**src/hdl/rom_region_checksum_diagnostic_core_defines.svh**
```systemverilog
// Assertion macros shared by the checksum diagnostic RTL.
// Each macro expects signals named clk and rst_n in the calling scope.
`ifndef ROM_REGION_CHECKSUM_DIAGNOSTIC_CORE_DEFINES_SVH
`define ROM_REGION_CHECKSUM_DIAGNOSTIC_CORE_DEFINES_SVH

// Same-cycle implication, checked out of reset.
`define RRCD_ASSERT_IMPLIES(name, ante, cons) \
    name: assert property (@(posedge clk) disable iff (!rst_n) (ante) |-> (cons)) \
        else $error("rrcd: same-cycle check failed");

// Next-cycle implication, checked out of reset.
`define RRCD_ASSERT_NEXT(name, ante, cons) \
    name: assert property (@(posedge clk) disable iff (!rst_n) (ante) |=> (cons)) \
        else $error("rrcd: next-cycle check failed");

`endif

```
**src/hdl/rrcd_pkg.sv**
```systemverilog
// ----------------------------------------------------------------------------
// rrcd_pkg
// Request and result types and command codes of the ROM checksum diagnostic.
// ----------------------------------------------------------------------------
`default_nettype none

package rrcd_pkg;

    // Command codes carried in the request selector
    localparam logic [1:0] CMD_WORD    = 2'd0;
    localparam logic [1:0] CMD_TICK    = 2'd1;
    localparam logic [1:0] CMD_RESTART = 2'd2;

    // One input request, as held in the input register
    typedef struct packed {
        logic [1:0]  cmd;
        logic [15:0] rom_word;
        logic        region_last;
        logic [15:0] stored_sum;
        logic        ignition_on;
    } rrcd_item_t;

    // Result flags, last field in the lowest bit
    typedef struct packed {
        logic test_failed;
        logic test_complete;
        logic cal_fail;
        logic cal_done;
        logic app_fail;
        logic app_done;
    } rrcd_flags_t;

endpackage

`default_nettype wire

```
**src/hdl/rrcd_engine.sv**
```systemverilog
// ----------------------------------------------------------------------------
// rrcd_engine
// Region sums, pass/fail flags and report latch; updates once per request.
// ----------------------------------------------------------------------------
`default_nettype none

`include "rom_region_checksum_diagnostic_core_defines.svh"

module rrcd_engine #(
    parameter int SUM_WIDTH = 16
) (
    input  wire logic                clk,
    input  wire logic                rst_n,
    input  wire logic                advance,
    input  wire rrcd_pkg::rrcd_item_t item,
    output rrcd_pkg::rrcd_flags_t    flags_next
);

    logic [SUM_WIDTH-1:0]  app_accum_reg, app_accum_next;
    logic [SUM_WIDTH-1:0]  cal_accum_reg, cal_accum_next;
    logic                  app_finished_reg, app_finished_next;
    logic                  app_bad_reg, app_bad_next;
    logic                  cal_finished_reg, cal_finished_next;
    logic                  cal_bad_reg, cal_bad_next;
    logic                  reported_reg, reported_next;
    logic                  failed_reg, failed_next;

    logic [SUM_WIDTH+15:0] word_wide;
    logic [SUM_WIDTH+15:0] stored_wide;
    logic [SUM_WIDTH-1:0]  word_ext;
    logic [SUM_WIDTH-1:0]  stored_ext;
    logic [SUM_WIDTH-1:0]  app_sum;
    logic [SUM_WIDTH-1:0]  app_rest;
    logic [SUM_WIDTH-1:0]  cal_sum;
    logic                  do_report;
    logic                  restart;

    // Reduce the 16-bit fields to the sum width
    assign word_wide   = {{SUM_WIDTH{1'b0}}, item.rom_word};
    assign stored_wide = {{SUM_WIDTH{1'b0}}, item.stored_sum};
    assign word_ext    = word_wide[SUM_WIDTH-1:0];
    assign stored_ext  = stored_wide[SUM_WIDTH-1:0];

    // Wrapping adds for both regions and the application check term
    assign app_sum  = app_accum_reg + word_ext;
    assign app_rest = app_sum - stored_ext;
    assign cal_sum  = cal_accum_reg + word_ext;

    assign restart = advance && (item.cmd == rrcd_pkg::CMD_RESTART);

    // Decode the command, then run the report step on the updated flags
    always_comb
    begin
        app_accum_next    = app_accum_reg;
        cal_accum_next    = cal_accum_reg;
        app_finished_next = app_finished_reg;
        app_bad_next      = app_bad_reg;
        cal_finished_next = cal_finished_reg;
        cal_bad_next      = cal_bad_reg;
        reported_next     = reported_reg;
        failed_next       = failed_reg;
        do_report         = 1'b0;

        unique case (item.cmd)
            rrcd_pkg::CMD_WORD:
            begin
                if (!app_finished_reg)
                begin
                    app_accum_next = app_sum;
                    if (item.region_last)
                    begin
                        app_finished_next = 1'b1;
                        app_bad_next      = (app_rest != stored_ext);
                    end
                end
                else if (!cal_finished_reg)
                begin
                    cal_accum_next = cal_sum;
                    if (item.region_last)
                    begin
                        cal_finished_next = 1'b1;
                        cal_bad_next      = (cal_sum != '0);
                    end
                end
                do_report = 1'b1;
            end
            rrcd_pkg::CMD_TICK:
            begin
                do_report = 1'b1;
            end
            rrcd_pkg::CMD_RESTART:
            begin
                app_accum_next    = '0;
                cal_accum_next    = '0;
                app_finished_next = 1'b0;
                app_bad_next      = 1'b0;
                cal_finished_next = 1'b0;
                cal_bad_next      = 1'b0;
                reported_next     = 1'b0;
            end
            default:
            begin
                do_report = 1'b0;
            end
        endcase

        // Latch the overall result once, while ignition is on
        if (do_report && !reported_reg && item.ignition_on)
        begin
            if ((app_finished_next && app_bad_next) || (cal_finished_next && cal_bad_next))
            begin
                failed_next   = 1'b1;
                reported_next = 1'b1;
            end
            else
            begin
                reported_next = app_finished_next && cal_finished_next;
                if (app_finished_next && cal_finished_next)
                begin
                    failed_next = 1'b0;
                end
            end
        end
    end

    // Advance the state only when the request moves to the result register
    always_ff @(posedge clk or negedge rst_n)
    begin
        if (!rst_n)
        begin
            app_accum_reg    <= '0;
            cal_accum_reg    <= '0;
            app_finished_reg <= 1'b0;
            app_bad_reg      <= 1'b0;
            cal_finished_reg <= 1'b0;
            cal_bad_reg      <= 1'b0;
            reported_reg     <= 1'b0;
            failed_reg       <= 1'b0;
        end
        else if (advance)
        begin
            app_accum_reg    <= app_accum_next;
            cal_accum_reg    <= cal_accum_next;
            app_finished_reg <= app_finished_next;
            app_bad_reg      <= app_bad_next;
            cal_finished_reg <= cal_finished_next;
            cal_bad_reg      <= cal_bad_next;
            reported_reg     <= reported_next;
            failed_reg       <= failed_next;
        end
    end

    // Result seen after this request's update
    assign flags_next.app_done      = app_finished_next;
    assign flags_next.app_fail      = app_bad_next;
    assign flags_next.cal_done      = cal_finished_next;
    assign flags_next.cal_fail      = cal_bad_next;
    assign flags_next.test_complete = reported_next;
    assign flags_next.test_failed   = failed_next;

    // The calibration region can only finish after the application region
    `RRCD_ASSERT_IMPLIES(a_cal_after_app, cal_finished_reg, app_finished_reg)
    // Restart never touches the non-volatile fail flag
    `RRCD_ASSERT_NEXT(a_restart_keeps_fail, restart, failed_reg == $past(failed_reg))
    // Once reported, the result stays reported until a restart
    `RRCD_ASSERT_NEXT(a_report_sticky, reported_reg && !restart, reported_reg)
    // No state moves while no request advances
    `RRCD_ASSERT_NEXT(a_hold_when_idle, !advance,
        $stable(app_accum_reg) && $stable(cal_accum_reg) && $stable(failed_reg))

endmodule

`default_nettype wire

```
**src/hdl/rom_region_checksum_diagnostic_core.sv**
```systemverilog
// ----------------------------------------------------------------------------
// rom_region_checksum_diagnostic_core
// Additive word checksum over an application and a calibration ROM region.
// ----------------------------------------------------------------------------
// Usage:
//   Requests enter on the s_axis channel: a ROM word, a report tick or a
//   restart, selected by s_axis_tuser. s_axis_tlast marks the last word of
//   a region; that word carries the region's stored checksum. Words of the
//   application region come first, then those of the calibration region.
//   Every request yields exactly one result on m_axis: the region done/fail
//   flags and the overall complete/failed flags after that request.
//   An accepted request loads the input register, then moves on to the
//   result register, which drives m_axis_tvalid, once that register is free.
//   Throughput is one request per cycle while the receiver keeps up; the
//   limit is the combinational sum and compare feeding the state registers.
//   When the receiver stalls the result register holds, the input register
//   still takes one more request, and s_axis_tready then drops until the
//   result is taken.
//   Reset clears both sums and all flags, including the failed flag.
//   A restart request clears everything except the failed flag.
// ----------------------------------------------------------------------------
`default_nettype none

module rom_region_checksum_diagnostic_core #(
    parameter int SUM_WIDTH = 16
) (
    input  wire logic        clk,
    input  wire logic        rst_n,

    input  wire logic        s_axis_tvalid,
    output logic             s_axis_tready,
    // [15:0] rom_word, [31:16] stored_sum, [32] ignition_on, [39:33] zero
    input  wire logic [39:0] s_axis_tdata,
    // [1:0] cmd
    input  wire logic [1:0]  s_axis_tuser,
    // region_last
    input  wire logic        s_axis_tlast,

    output logic             m_axis_tvalid,
    input  wire logic        m_axis_tready,
    // [0] app_done, [1] app_fail, [2] cal_done, [3] cal_fail,
    // [4] test_complete, [5] test_failed, [7:6] zero
    output logic [7:0]       m_axis_tdata
);

    logic                  in_valid_reg;
    rrcd_pkg::rrcd_item_t  in_item_reg;
    logic                  out_valid_reg;
    rrcd_pkg::rrcd_flags_t out_flags_reg;
    rrcd_pkg::rrcd_flags_t flags_next;

    logic out_free;
    logic advance;
    logic accept;

    // Handshake: the result register frees the input register
    assign out_free      = !out_valid_reg || m_axis_tready;
    assign advance       = in_valid_reg && out_free;
    assign s_axis_tready = !in_valid_reg || out_free;
    assign accept        = s_axis_tvalid && s_axis_tready;

    // Input register valid
    always_ff @(posedge clk or negedge rst_n)
    begin
        if (!rst_n)
        begin
            in_valid_reg <= 1'b0;
        end
        else if (accept)
        begin
            in_valid_reg <= 1'b1;
        end
        else if (advance)
        begin
            in_valid_reg <= 1'b0;
        end
    end

    // Input register payload
    always_ff @(posedge clk)
    begin
        if (accept)
        begin
            in_item_reg.cmd         <= s_axis_tuser;
            in_item_reg.rom_word    <= s_axis_tdata[15:0];
            in_item_reg.region_last <= s_axis_tlast;
            in_item_reg.stored_sum  <= s_axis_tdata[31:16];
            in_item_reg.ignition_on <= s_axis_tdata[32];
        end
    end

    rrcd_engine #(
        .SUM_WIDTH (SUM_WIDTH)
    ) u_engine (
        .clk        (clk),
        .rst_n      (rst_n),
        .advance    (advance),
        .item       (in_item_reg),
        .flags_next (flags_next)
    );

    // Result register valid
    always_ff @(posedge clk or negedge rst_n)
    begin
        if (!rst_n)
        begin
            out_valid_reg <= 1'b0;
        end
        else if (advance)
        begin
            out_valid_reg <= 1'b1;
        end
        else if (m_axis_tready)
        begin
            out_valid_reg <= 1'b0;
        end
    end

    // Result register payload
    always_ff @(posedge clk)
    begin
        if (advance)
        begin
            out_flags_reg <= flags_next;
        end
    end

    assign m_axis_tvalid = out_valid_reg;
    assign m_axis_tdata  = {2'b00, out_flags_reg};

endmodule

`default_nettype wire

```
**config.mk**
```make
export PLATFORM = sky130hd
export DESIGN_NAME = rom_region_checksum_diagnostic_core
export DESIGN_NICKNAME = d
export VERILOG_FILES = /design/src/hdl/rrcd_pkg.sv /design/src/hdl/rrcd_engine.sv /design/src/hdl/rom_region_checksum_diagnostic_core.sv
export VERILOG_INCLUDE_DIRS = /design/src /design/src/hdl
export SDC_FILE = /design/constraint.sdc
export NUM_CORES = 1
export LEC_CHECK = 0
export BUFFER_PORTS_ARGS = -buffer_cell sky130_fd_sc_hd__buf_2
export CORE_MARGIN = 4
export CORE_UTILIZATION = 50
export DETAILED_ROUTE_END_ITERATION = 16
export GPL_TIMING_DRIVEN = 0
export PLACE_DENSITY_LB_ADDON = 0.08
export SYNTH_ARGS = -nofsm -noshare
export SYNTH_HDL_FRONTEND = slang
export SYNTH_SLANG_ARGS = --single-unit
```
**constraint.sdc**
```tcl
create_clock -name clk -period 10.98 [get_ports clk]
set_clock_uncertainty 0.15 [all_clocks]
set_input_delay 1.647 -clock clk [delete_from_list [all_inputs] [get_ports clk]]
set_output_delay 1.647 -clock clk [all_outputs]
set_load 0.03 [all_outputs]
```
Yosys cells after proc, flatten, opt, wreduce, memory -nomap -nowiden
Index checks and enable logic that the tools add are counted.

Bits in registers: 82. Input port bits: 47. Output and inout bits: 10. Logic and storage cells: 80.

Add/subtract/negate cells: 3. Equality and inequality tests: 6. Mux-type cells: 29. Reductions and logical operators: 21.

Operators by type and width (number): one-hot mux 16 bit (2 select lines) (2); 2-to-1 mux 16 bit (3); adder 16 bit (2); 2-to-1 mux 1 bit (20); inequality test 16 bit (1); nonzero test 16 bit (1); subtractor 16 bit (1); one-hot mux 1 bit (2 select lines) (4); logical AND 1 bit (7); nonzero test 2 bit (3); inequality test 2 bit, second input constant (2); AND reduction 4 bit (1); zero test 1 bit (3); logical OR 1 bit (3); AND reduction 3 bit (1); equality test 2 x 1 -> 1 bit, second input constant (1); equality test 2 bit, second input constant (1); zero test 2 bit (1); inequality test 2 x 1 -> 1 bit, second input constant (1); OR reduction 2 bit (1).

Depth between registers and ports, before layout
Gate-level depths: netlist of run 1.

Word-level depth: 10. Depth in mapped cells: 22. Mapped depth without buffers: 21.

Cells and area by module
Synthesis of run 1 repeated with hierarchy kept, for this count alone.

Cell total of the unflattened synthesis: 567. Area, all modules: 5650.4 um^2.

Modules (own cells, without submodules): rrcd_engine (instances 1, cells each 514, area each 4266.6 um^2, seq. area each 950.9 um^2); rom_region_checksum_diagnostic_core (instances 1, cells each 53, area each 1383.8 um^2, seq. area each 1311.3 um^2).

Worst setup path before layout of run 1
OpenSTA, ideal clock, no wires.

Kind: flip-flop to flip-flop. Start: reg in_item_reg[18] (netlist name). End: reg out_flags_reg (netlist bit m_axis_tdata[1]), data pin. Data arrival time: 4.191 ns. Required time: 10.574 ns. Slack: 6.383 ns. Cell stages (with the launch flop): 22. Buffers on the path: 1. Period minus slack after synthesis: 4.597 ns. Cells stage by stage: edfxtp_1 ha_1 inv_1 fa_1 nor2b_1 o21ai_0 a21oi_1 o21bai_1 a21o_1 a21boi_0 nor2_1 xnor2_1 ha_1 clkbuf_1 a21o_1 a2111oi_2 o2111ai_1 nor4_1 o2111ai_1 a2111oi_2 o2111ai_2 a22o_1.

Cells in the longest elaborated chain, start to end: 6.

Ends and longest elaborated chain: start, declared (RTL line rom_region_checksum_diagnostic_core.sv:47) `rrcd_pkg::rrcd_item_t in_item_reg;`; adder 16 bit (RTL line rrcd_engine.sv:45) `assign app_sum = app_accum_reg + word_ext;`; subtractor 16 bit (RTL line rrcd_engine.sv:46) `assign app_rest = app_sum - stored_ext;`; inequality test 16 bit (RTL line rrcd_engine.sv:73) `app_bad_next = (app_rest != stored_ext);`; 2-to-1 mux 1 bit (RTL line rrcd_engine.sv:70) `if (item.region_last)`; 2-to-1 mux 1 bit (RTL line rrcd_engine.sv:67) `if (!app_finished_reg)`; one-hot mux 1 bit (2 select lines) (RTL line rrcd_engine.sv:64) `unique case (item.cmd)`; named net u_engine.app_bad_next (RTL line rrcd_engine.sv:22) `logic app_bad_reg, app_bad_next;`; end signal, assigned (RTL line rom_region_checksum_diagnostic_core.sv:124) `out_flags_reg <= flags_next;`; end, declared (RTL line rom_region_checksum_diagnostic_core.sv:49) `rrcd_pkg::rrcd_flags_t out_flags_reg;`.

The timed path passes the listed nets, and every way through them passes these cells. A chain may end at the register's enable or synchronous reset.

Worst setup path after layout of run 1
Start: reg in_item_reg[24] (netlist name). End: reg out_flags_reg (netlist bit m_axis_tdata[1]), data pin.

The elaborated chain is that of the path after synthesis.

==> results of run 1 <==
[layer usage]
metal,wire (um),part of all wire,up-vias,track usage
met3,797,0.058,13,0.0447
li1,-,-,2345,-
met1,6780,0.49,2219,0.329
met4,174,0.013,0,0.0626
met2,6080,0.44,124,0.334
met5,0,0,-,0
[tightest hold or removal path: cells and delay by family, from the launching register on]
| kind | cells | cell delay (ps) |
|---|---|---|
| AND/OR/NAND/NOR | 1 | 50 |
| flip-flops | 1 | 340 |
| AO/OA/AOI/OAI | 1 | 50 |
[logic make-up (layout without fill, tap and decap cells)]
family	Yosys count	after routing	share of synthesized area
other	1	2	0.000655
buffers and inverters	57	119	0.0400
flip-flops	81	81	0.390
multiplexers	8	8	0.0146
adder cells (fa/ha/maj)	48	48	0.108
XOR/XNOR	40	40	0.0611
AND/OR/NAND/NOR	164	164	0.144
AO/OA/AOI/OAI	195	195	0.242
[power by group through the flow]
stage | registers [mW] | logic (mW) | clock network [mW]
3_3_place_gp | 0.453 | 1.28 | 0
3_5_place_dp | 0.453 | 1.30 | 0
5_1_grt | 0.458 | 1.47 | 0.325
6_report | 0.450 | 1.32 | 0.304
2_1_floorplan | 0.451 | 1.02 | 0
4_1_cts | 0.449 | 1.30 | 0.312
[placed cells by master, fill, tap and decap left out, drive strengths merged, types with 11 or more instances in the layout]
| master | Yosys | layout |
|---|---|---|
| buf | 3 | 49 |
| nand2 | 48 | 48 |
| a21oi | 46 | 46 |
| ha | 44 | 44 |
| edfxtp | 41 | 41 |
| dfrtp | 40 | 40 |
| o21ai | 36 | 36 |
| inv | 34 | 35 |
| nor2 | 34 | 34 |
| clkbuf | 20 | 29 |
| xnor2 | 27 | 27 |
| a22o | 24 | 24 |
| nand3 | 18 | 18 |
| a21o | 16 | 16 |
| nor3 | 15 | 15 |
| xor2 | 13 | 13 |
| a211oi | 11 | 11 |
[final timing paths]
path | to | cells past startpoint | slack (ps)
setup / recovery | m_axis_tdata[1]$_DFFE_PP_ | 19 | 5200
hold / removal | u_engine.app_accum_reg[13]$_DFFE_PN0P_ | 2 | 330
max in group asynchronous | u_engine.app_bad_reg$_DFFE_PN0P_ | 1 | 8730
hold reg to reg | u_engine.app_accum_reg[13]$_DFFE_PN0P_ | 2 | 330
min in group asynchronous | u_engine.app_accum_reg[11]$_DFFE_PN0P_ | 1 | 1300
setup reg to reg | m_axis_tdata[1]$_DFFE_PP_ | 19 | 5200
[final cells by class]
cell class / instances / area [um2]
clock inverter: 7 / 70.1
sequential: 81 / 2230
timing repair buffer: 46 / 230
multi-input combinational: 457 / 3270
inverter: 34 / 128
clock buffer: 9 / 225
tap: 140 / 175
buffer: 23 / 101
fill: 957 / 4600
[metrics by stage]
step	cells	total power [mW]	setup WS, ps	instance area, um2
after floorplan	595	1.47	6380	5730
after global routing	797	2.26	4800	6430
final	797	2.07	5200	6430
after global placement	781	1.73	5370	6140
after CTS	797	2.06	5290	6430
after detailed placement	781	1.75	5320	6140
[Yosys cell counts (4+ instances only)]
library cell | number | area, um2
nand2_1 | 48 | 180
a21oi_1 | 46 | 230
ha_1 | 44 | 551
edfxtp_1 | 41 | 1230
dfrtp_1 | 40 | 1000
inv_1 | 34 | 128
nor2_1 | 34 | 128
o21ai_0 | 30 | 150
xnor2_1 | 27 | 236
a22o_1 | 24 | 210
clkbuf_1 | 20 | 75.1
nand3_1 | 18 | 90.1
a21o_1 | 15 | 113
nor3_1 | 15 | 75.1
xor2_1 | 13 | 114
nand2b_1 | 10 | 62.6
a211oi_1 | 9 | 67.6
nor2b_1 | 8 | 50.1
o2111ai_1 | 7 | 61.3
o21a_1 | 7 | 52.6
o211ai_1 | 6 | 45.0
o21ai_1 | 6 | 30.0
and3_1 | 5 | 31.3
mux2i_1 | 5 | 50.1
or3_1 | 4 | 25.0
==> metrics, run 1 <==
outcome=complete, no violations; DR pass1 iterations=5; CTS sink cnt=81; CTS clk-pin slew, worst paths=60 ps; first-pass GRT wire length=23100 um; crit path DAT=5730 ps; Post-CTS Hold Fix Bufs=0; Final Critical Period=5780 ps; final hold vios=0; Reg power frac=0.217; synth warn=0; largest net degree at the start of global routing=41; worst min path class=register to register; Final Util=0.583; Final #Nets=746; critical path launch point=in_item_reg[24]$_DFFE_PP_; leak pwr=2.80 nW; routability cong.=0.900; WHS=331 ps; row count=38; Syn Area/Cell=9.65 um2; Ports=57; TritonCTS clock tree=done; Slowest cell on crit path=a2111oi_2; CP max stage delay=500 ps; MaxCap Viol Count=0; crit share post-route=0.526; power density over the cells=322 mW/mm2; vias=4701; post-synthesis instance total=594; vias in the first global route=4513; CORE AREA=0.0110 mm2; Switching Share=0.465; internal power=1.11 mW; Worst Setup Start Kind=register; RSZ-0062 raised after global routing=false; flops & latches, synth=81; total track usage=0.223; DRC Markers=0; Seq/Total Area, Yosys=0.390; Routed WL per cell=17.3 um; Initial Util=0.519; Finish-stage setup viols=0; reg2reg start=in_item_reg[24]$_DFFE_PP_; Post-synth EDFFs=41; setup bufs post-CTS=0; main flop type after synthesis=edfxtp_1; Longest Clk Path Bufs=2; diode count=0; mapped cell area=0.00573 mm2; combinational share of power=0.636; Initial DRC Count=369; area delta synth->final=12.3%; DP Wirelength=10600 um; setup TNS=0 ps; layout cells sized above 1=0.123; die area=0.0132 mm2; Hold Path Origin=u_engine.app_accum_reg[13]$_DFFE_PN0P_; worst skew pair latency=350 ps; H-tree Lvls=3; Netlist cell types=75; crit path kind=register to register; Die Wd=115 um; critical path capture point type=register; ordered cell list for the critical path=ha_1 -> a21oi_1 -> o21ai_0 -> nand2_1 -> o21a_1 -> o21ai_0 -> a21o_1 -> a21o_1 -> xnor2_1 -> inv_1 -> ha_1 -> xnor2_1 -> a32oi_1 -> o221ai_1 -> a311oi_1 -> o2111ai_1 -> a2111oi_2 -> o2111ai_2 -> a22o_1; Slew Limit Fails=0; initial antenna violation count=0; net load switching power=0.962 mW; slew margin rel.=0.327; ys async rst share=0.494; Num CTS Buffers=9; Clock Tree Root=clkbuf_16; Crit Path Max Fanout=6; vias per cell=5.90; # resized after CTS=0; worst path buffer plus inverter count=1; antenna-violating nets left=0; Worst EP required=10930 ps; Clk pwr share=0.147; critical path's top delay family=compound AO/OA/AOI/OAI gates; total grt overflow=0; final WL=13800 um; port bufs=46; fmax=0.173 GHz; Largest register FFs=35; measured slew at the worst slew-check pin=1010 ps; die height=115 um; Max IR drop VDD=0.288 mV
Power figures use the tool's default switching activity.
==> inputs of run 2 (changes only) <==
- clock period: 10.98 -> 4.89 ns (I/O delays scaled with it)
==> metrics, run 2 (same netlist as run 1, synthesis figures left out) <==
outcome=complete, but fails checks; failing checks=setup timing; vias in the first global route=4693 (+4.0%); Initial DRC Count=348 (-5.7%); die height=115 um (unchanged); port bufs=46 (unchanged); WHS=333 ps (+2.22 ps); die area=0.0132 mm2 (unchanged); Die Wd=115 um (unchanged); Slew Limit Fails=0 (unchanged); Max IR drop VDD=0.679 mV (+140%); Final #Nets=763 (+2.3%); antenna-violating nets left=0 (unchanged); CTS clk-pin slew, worst paths=60 ps (about the same); leak pwr=2.91 nW (+4.2%); reg2reg start=u_engine.app_accum_reg[0]$_DFFE_PN0P_; Finish-stage setup viols=1 (+1); CTS sink cnt=81 (unchanged); worst min path class=register to register; Longest Clk Path Bufs=2 (unchanged); post-route setup slack=-13.4 ps (-5210 ps); crit path kind=register to register; DRC Markers=0 (unchanged); routability cong.=0.900 (unchanged); commonest non-fill, non-tap cell in the layout=nand2_1; DP Wirelength=10600 um (unchanged); area delta synth->final=19.2%; Largest register FFs=35 (unchanged); layout cells sized above 1=0.203 (+0.0800); Hold Path Origin=u_engine.app_accum_reg[13]$_DFFE_PN0P_; commonest cells after routing, fill and taps aside=nand2_1, buf_2, edfxtp_1; first-pass GRT wire length=23700 um (+2.6%); critical path's top delay family=compound AO/OA/AOI/OAI gates; Worst Setup Start Kind=register; Num CTS Buffers=9 (unchanged); CORE AREA=0.0110 mm2 (unchanged); worst skew pair latency=350 ps (about the same); RSZ-0062 raised after global routing=true; Ports=57 (unchanged); row count=38 (unchanged); slew margin rel.=0.314 (-0.0127); crit share post-route=1.00 (+0.476); H-tree Lvls=3 (unchanged); power density over the cells=739 mW/mm2 (+130%); worst path buffer plus inverter count=2 (+1); Crit Path Max Fanout=5 (-1); crit path DAT=4850 ps (-880 ps); measured slew at the worst slew-check pin=1030 ps (+19.0 ps); initial antenna violation count=0 (unchanged); final WL=14400 um (+4.4%); critical path launch point=u_engine.app_accum_reg[0]$_DFFE_PN0P_; largest net degree at the start of global routing=41 (unchanged); critical path capture point type=register; diode count=0 (unchanged); TritonCTS clock tree=done; Post-Place Setup Slack=-766 ps (-6090 ps); fill count=928 (-3.0%); Final Critical Period=4900 ps (-876 ps); MaxCap Viol Count=0 (unchanged); Worst EP required=4840 ps (-6090 ps); placed cells=781 (unchanged); Slowest cell on crit path=fa_2; ordered cell list for the critical path=ha_2 -> inv_2 -> fa_2 -> nor2b_2 -> o21ai_2 -> a21oi_2 -> o21bai_2 -> a21o_1 -> a21boi_1 -> nor2_1 -> xnor2_1 -> ha_2 -> a21o_4 -> a2111oi_4 -> o2111ai_2 -> nor4_2 -> o2111ai_2 -> a2111oi_4 -> o2111ai_2 -> buf_6 -> a22o_1; Final Cell Area=0.00683 mm2 (+6.1%); total track usage=0.229 (+0.00588); total grt overflow=0 (unchanged); vias=4801 (+2.1%); area of placed instances=0.00614 mm2 (unchanged); DR pass1 iterations=6 (+1); vias per cell=5.90 (about the same); Routed WL per cell=17.7 um (+2.3%); final hold vios=0 (unchanged); setup TNS=-13.4 ps (-13.4 ps); R2R setup slack=-10 ps (-5210 ps); register area=0.00223 mm2 (unchanged); final std cells w/o fill=814 (+2.1%); fmax=0.204 GHz (+18%); Clock Tree Root=clkbuf_16; Multi-input gate area=0.00353 mm2 (+7.8%); CP dominant cell by count=o2111ai_2; CP max stage delay=380 ps (-120 ps); Initial Util=0.519 (unchanged)
==> run 2: cell count changes in the layout (fill, tap and decap cells not counted), moves of 3 or more <==
cell,change
ha_4,+5
a21oi_1,-7
a21oi_2,+7
buf_4,+17
xnor2_1,-4
ha_1,-8
xnor2_2,+3
ha_2,+3
o21ai_0,-4
==> run 2: cell type report <==
| cell class | instances | area share |
|---|---|---|
| clock buffer | 9 | 0.0330 |
| clock inverter | 7 | 0.0103 |
| multi-input combinational | 457 | 0.517 |
| inverter | 34 | 0.0187 |
| timing repair buffer | 64 | 0.0541 |
| tap | 140 | 0.0257 |
| sequential | 81 | 0.327 |
| buffer | 22 | 0.0143 |
==> run 2: repair_timing <==
| action | CTS | global route |
|---|---|---|
| hold buffers | 0 | 0 |
| resized for setup | 22 | 27 |
| buffers inserted | 11 | 7 |
| endpoints found under the setup margin | 6 | 6 |
| pin swaps | 13 | 26 |
==> run 2: stage by stage <==
| step | util | total power, mW |
|---|---|---|
| finish | 0.619 | 5.04 |
| global route | 0.619 | 5.49 |
| CTS | 0.599 | 4.79 |
| detailed placement | 0.557 | 3.93 |
| global placement | 0.556 | 3.88 |
| floorplan | - | 3.30 |
==> run 2: path summary, 6_finish.rpt <==
| check | end | depth (start not counted) |
|---|---|---|
| max reg2reg | m_axis_tdata[1]$_DFFE_PP_ | 21 |
| min | u_engine.app_accum_reg[13]$_DFFE_PN0P_ | 2 |
| max | m_axis_tdata[1]$_DFFE_PP_ | 21 |
| min in group asynchronous | u_engine.app_accum_reg[11]$_DFFE_PN0P_ | 1 |
| max in group asynchronous | u_engine.app_bad_reg$_DFFE_PN0P_ | 1 |
| min reg2reg | u_engine.app_accum_reg[13]$_DFFE_PN0P_ | 2 |
==> run 2: where the power goes <==
group / switching (mW) / internal (mW)
Combinational: 1.93 / 1.42
Clock: 0.289 / 0.396
Sequential: 0.120 / 0.897
==> run 2: worst register-to-register path: stages, from the launching register on <==
cell and delay (ps):
dfrtp_1 360, ha_2 190, inv_2 50, fa_2 380, nor2b_2 140, o21ai_2 70
a21oi_2 190, o21bai_2 100, a21o_1 180, a21boi_1 140, nor2_1 80, xnor2_1 200
ha_2 350, a21o_4 250, a2111oi_4 300, o2111ai_2 150, nor4_2 220, o2111ai_2 240
a2111oi_4 380, o2111ai_2 180, buf_6 170, a22o_1 200
==> run 2: per-layer routing <==
layer  vias up  part of all wire  track usage
li1       2381                 -            -
met1      2298              0.49        0.329
met5         -                 0            0
met3        16             0.047       0.0495
met2       106              0.45        0.348
met4         0             0.013       0.0681
==> inputs of run 3 (changes only) <==
- MAX_ROUTING_LAYER: not set -> met4
==> metrics, run 3 (same netlist as run 1, synthesis figures left out) <==
Hold Path Origin=u_engine.app_accum_reg[13]$_DFFE_PN0P_; Crit Path Max Fanout=5 (unchanged); setup TNS=0 ps (+13.4 ps); DRC Markers=0 (unchanged); vias per cell=5.99 (+1.5%); area delta synth->final=18.1%; measured slew at the worst slew-check pin=973 ps (-56.1 ps); Initial Util=0.519 (unchanged); Final #Nets=760 (-0.39%); Worst setup endpoint=m_axis_tdata[1]$_DFFE_PP_; Ports=57 (unchanged); routability cong.=0.903 (+0.36%); Worst Setup Start Kind=register; crit share post-route=0.976 (-0.0269); CORE AREA=0.0110 mm2 (unchanged); Longest Clk Path Bufs=2 (unchanged); largest net degree at the start of global routing=41 (unchanged); vias in the first global route=4780 (+1.9%); fmax=0.210 GHz (+2.8%); Hold Path Depth=2 (unchanged); diode count=0 (unchanged); worst skew pair latency=350 ps (about the same); Slew Limit Fails=0 (unchanged); Crit Reg-Reg Endpoint=m_axis_tdata[1]$_DFFE_PP_; die area=0.0132 mm2 (unchanged); Clock Tree Root=clkbuf_16; slew margin rel.=0.352 (+0.0374); crit path DAT=4720 ps (-130 ps); commonest non-fill, non-tap cell in the layout=nand2_1; critical path launch point=u_engine.app_accum_reg[0]$_DFFE_PN0P_; final WL=14700 um (+1.7%); first-pass GRT wire length=23900 um (+0.99%); RSZ-0062 raised after global routing=true; layout cells sized above 1=0.195 (-0.00803); total grt overflow=0 (unchanged); Final Util=0.614 (-0.00522); reg2reg start=u_engine.app_accum_reg[0]$_DFFE_PN0P_; R2R setup slack=120 ps (+130 ps); die height=115 um (unchanged); Finish-stage setup viols=0 (-1); Worst EP required=4840 ps (about the same); TritonCTS clock tree=done; CTS clk-pin slew, worst paths=70 ps (about the same); outcome=complete, no violations; Largest register FFs=35 (unchanged); leak pwr=2.90 nW (-0.63%); Design Power=5.09 mW (+0.86%); Routed WL per cell=18.1 um (+2.1%); H-tree Lvls=3 (unchanged); row count=38 (unchanged); Final Critical Period=4770 ps (-132 ps); port bufs=46 (unchanged); vias=4854 (+1.1%); crit path kind=register to register; area of placed instances=0.00614 mm2 (unchanged); Num CTS Buffers=9 (unchanged); Post-CTS Hold Fix Bufs=0 (unchanged); antenna-violating nets left=0 (unchanged); worst min path class=register to register; DP Wirelength=10800 um (+2.2%); total track usage=0.238 (+0.00938); Initial DRC Count=350 (+0.57%); DR pass1 iterations=5 (-1); Reg2Reg Depth=21 (unchanged); MaxCap Viol Count=0 (unchanged); power density over the cells=751 mW/mm2 (+1.7%); commonest cells after routing, fill and taps aside=nand2_1, buf_2, edfxtp_1; final hold vios=0 (unchanged); Final Cell Area=0.00677 mm2 (-0.84%); critical path capture point type=register; initial antenna violation count=0 (unchanged); CTS sink cnt=81 (unchanged); Max IR drop VDD=0.501 mV (-26%); Die Wd=115 um (unchanged)
## run 3: cell types whose count changed in the layout (fill, tap and decap cells not counted), moves of 2 or more
| cell | change |
|---|---|
| inv_2 | -2 |
| nand3_2 | -2 |
| clkinv_2 | -2 |
| nand3_1 | +2 |
| inv_1 | +2 |
| ha_4 | -2 |
## run 3: timing repair
action / 4_1_cts / 5_1_grt
setup buffers: 13 / 4
resized for setup: 22 / 23
pin swaps: 16 / 9
setup endpoints to repair: 6 / 6
## run 3: worst min-delay path by stage
stage and end:
2_1_floorplan in_valid_reg$_DFFE_PN0P_, 3_3_place_gp u_engine.cal_accum_reg[0]$_DFFE_PN0P_, 3_5_place_dp u_engine.app_accum_reg[13]$_DFFE_PN0P_, 4_1_cts u_engine.app_accum_reg[13]$_DFFE_PN0P_
5_1_grt u_engine.cal_accum_reg[0]$_DFFE_PN0P_, 6_report u_engine.app_accum_reg[13]$_DFFE_PN0P_
## run 3: through the flow
stage / cells / hold WS [ps] / setup slack (ps)
final: 811 / 334 / 118
after global routing: 811 / 373 / -64.0
after CTS: 809 / 335 / 14.3
after detailed placement: 781 / 321 / -726
after global placement: 781 / 318 / -724
after floorplan: 595 / 288 / 293
## run 3: power by group
| part | switching, mW | internal, mW |
|---|---|---|
| Sequential | 0.116 | 0.897 |
| Combinational | 1.95 | 1.43 |
| Clock | 0.289 | 0.401 |
## run 3: critical path, stage by stage (launching register included)
cell	delay, ps
dfrtp_1	360
ha_2	200
inv_1	60
fa_2	360
nor2b_2	140
o21ai_2	70
a21oi_2	180
o21bai_2	90
a21o_1	180
a21boi_1	140
nor2_1	70
xnor2_1	220
ha_2	350
a21o_4	240
a31o_2	290
mux2i_1	160
o311a_1	210
o2111ai_2	130
a2111oi_4	370
o2111ai_2	160
buf_6	180
a22o_1	190
## run 3: metal layers
layer,track usage,share of wire,routed length [um],up-vias
met5,-,0,0,-
met4,0.0696,0.025,374,0
met3,0.0521,0.061,891,29
met2,0.356,0.44,6430,154
met1,0.326,0.48,6990,2295
li1,-,-,-,2376
## run 3: cell type report
type	instances	area (um2)
buffer	20	90.1
clock buffer	11	233
clock inverter	5	63.8
fill	950	4260
inverter	34	128
multi-input combinational	457	3490
sequential	81	2230
tap	140	175
timing repair buffer	63	362
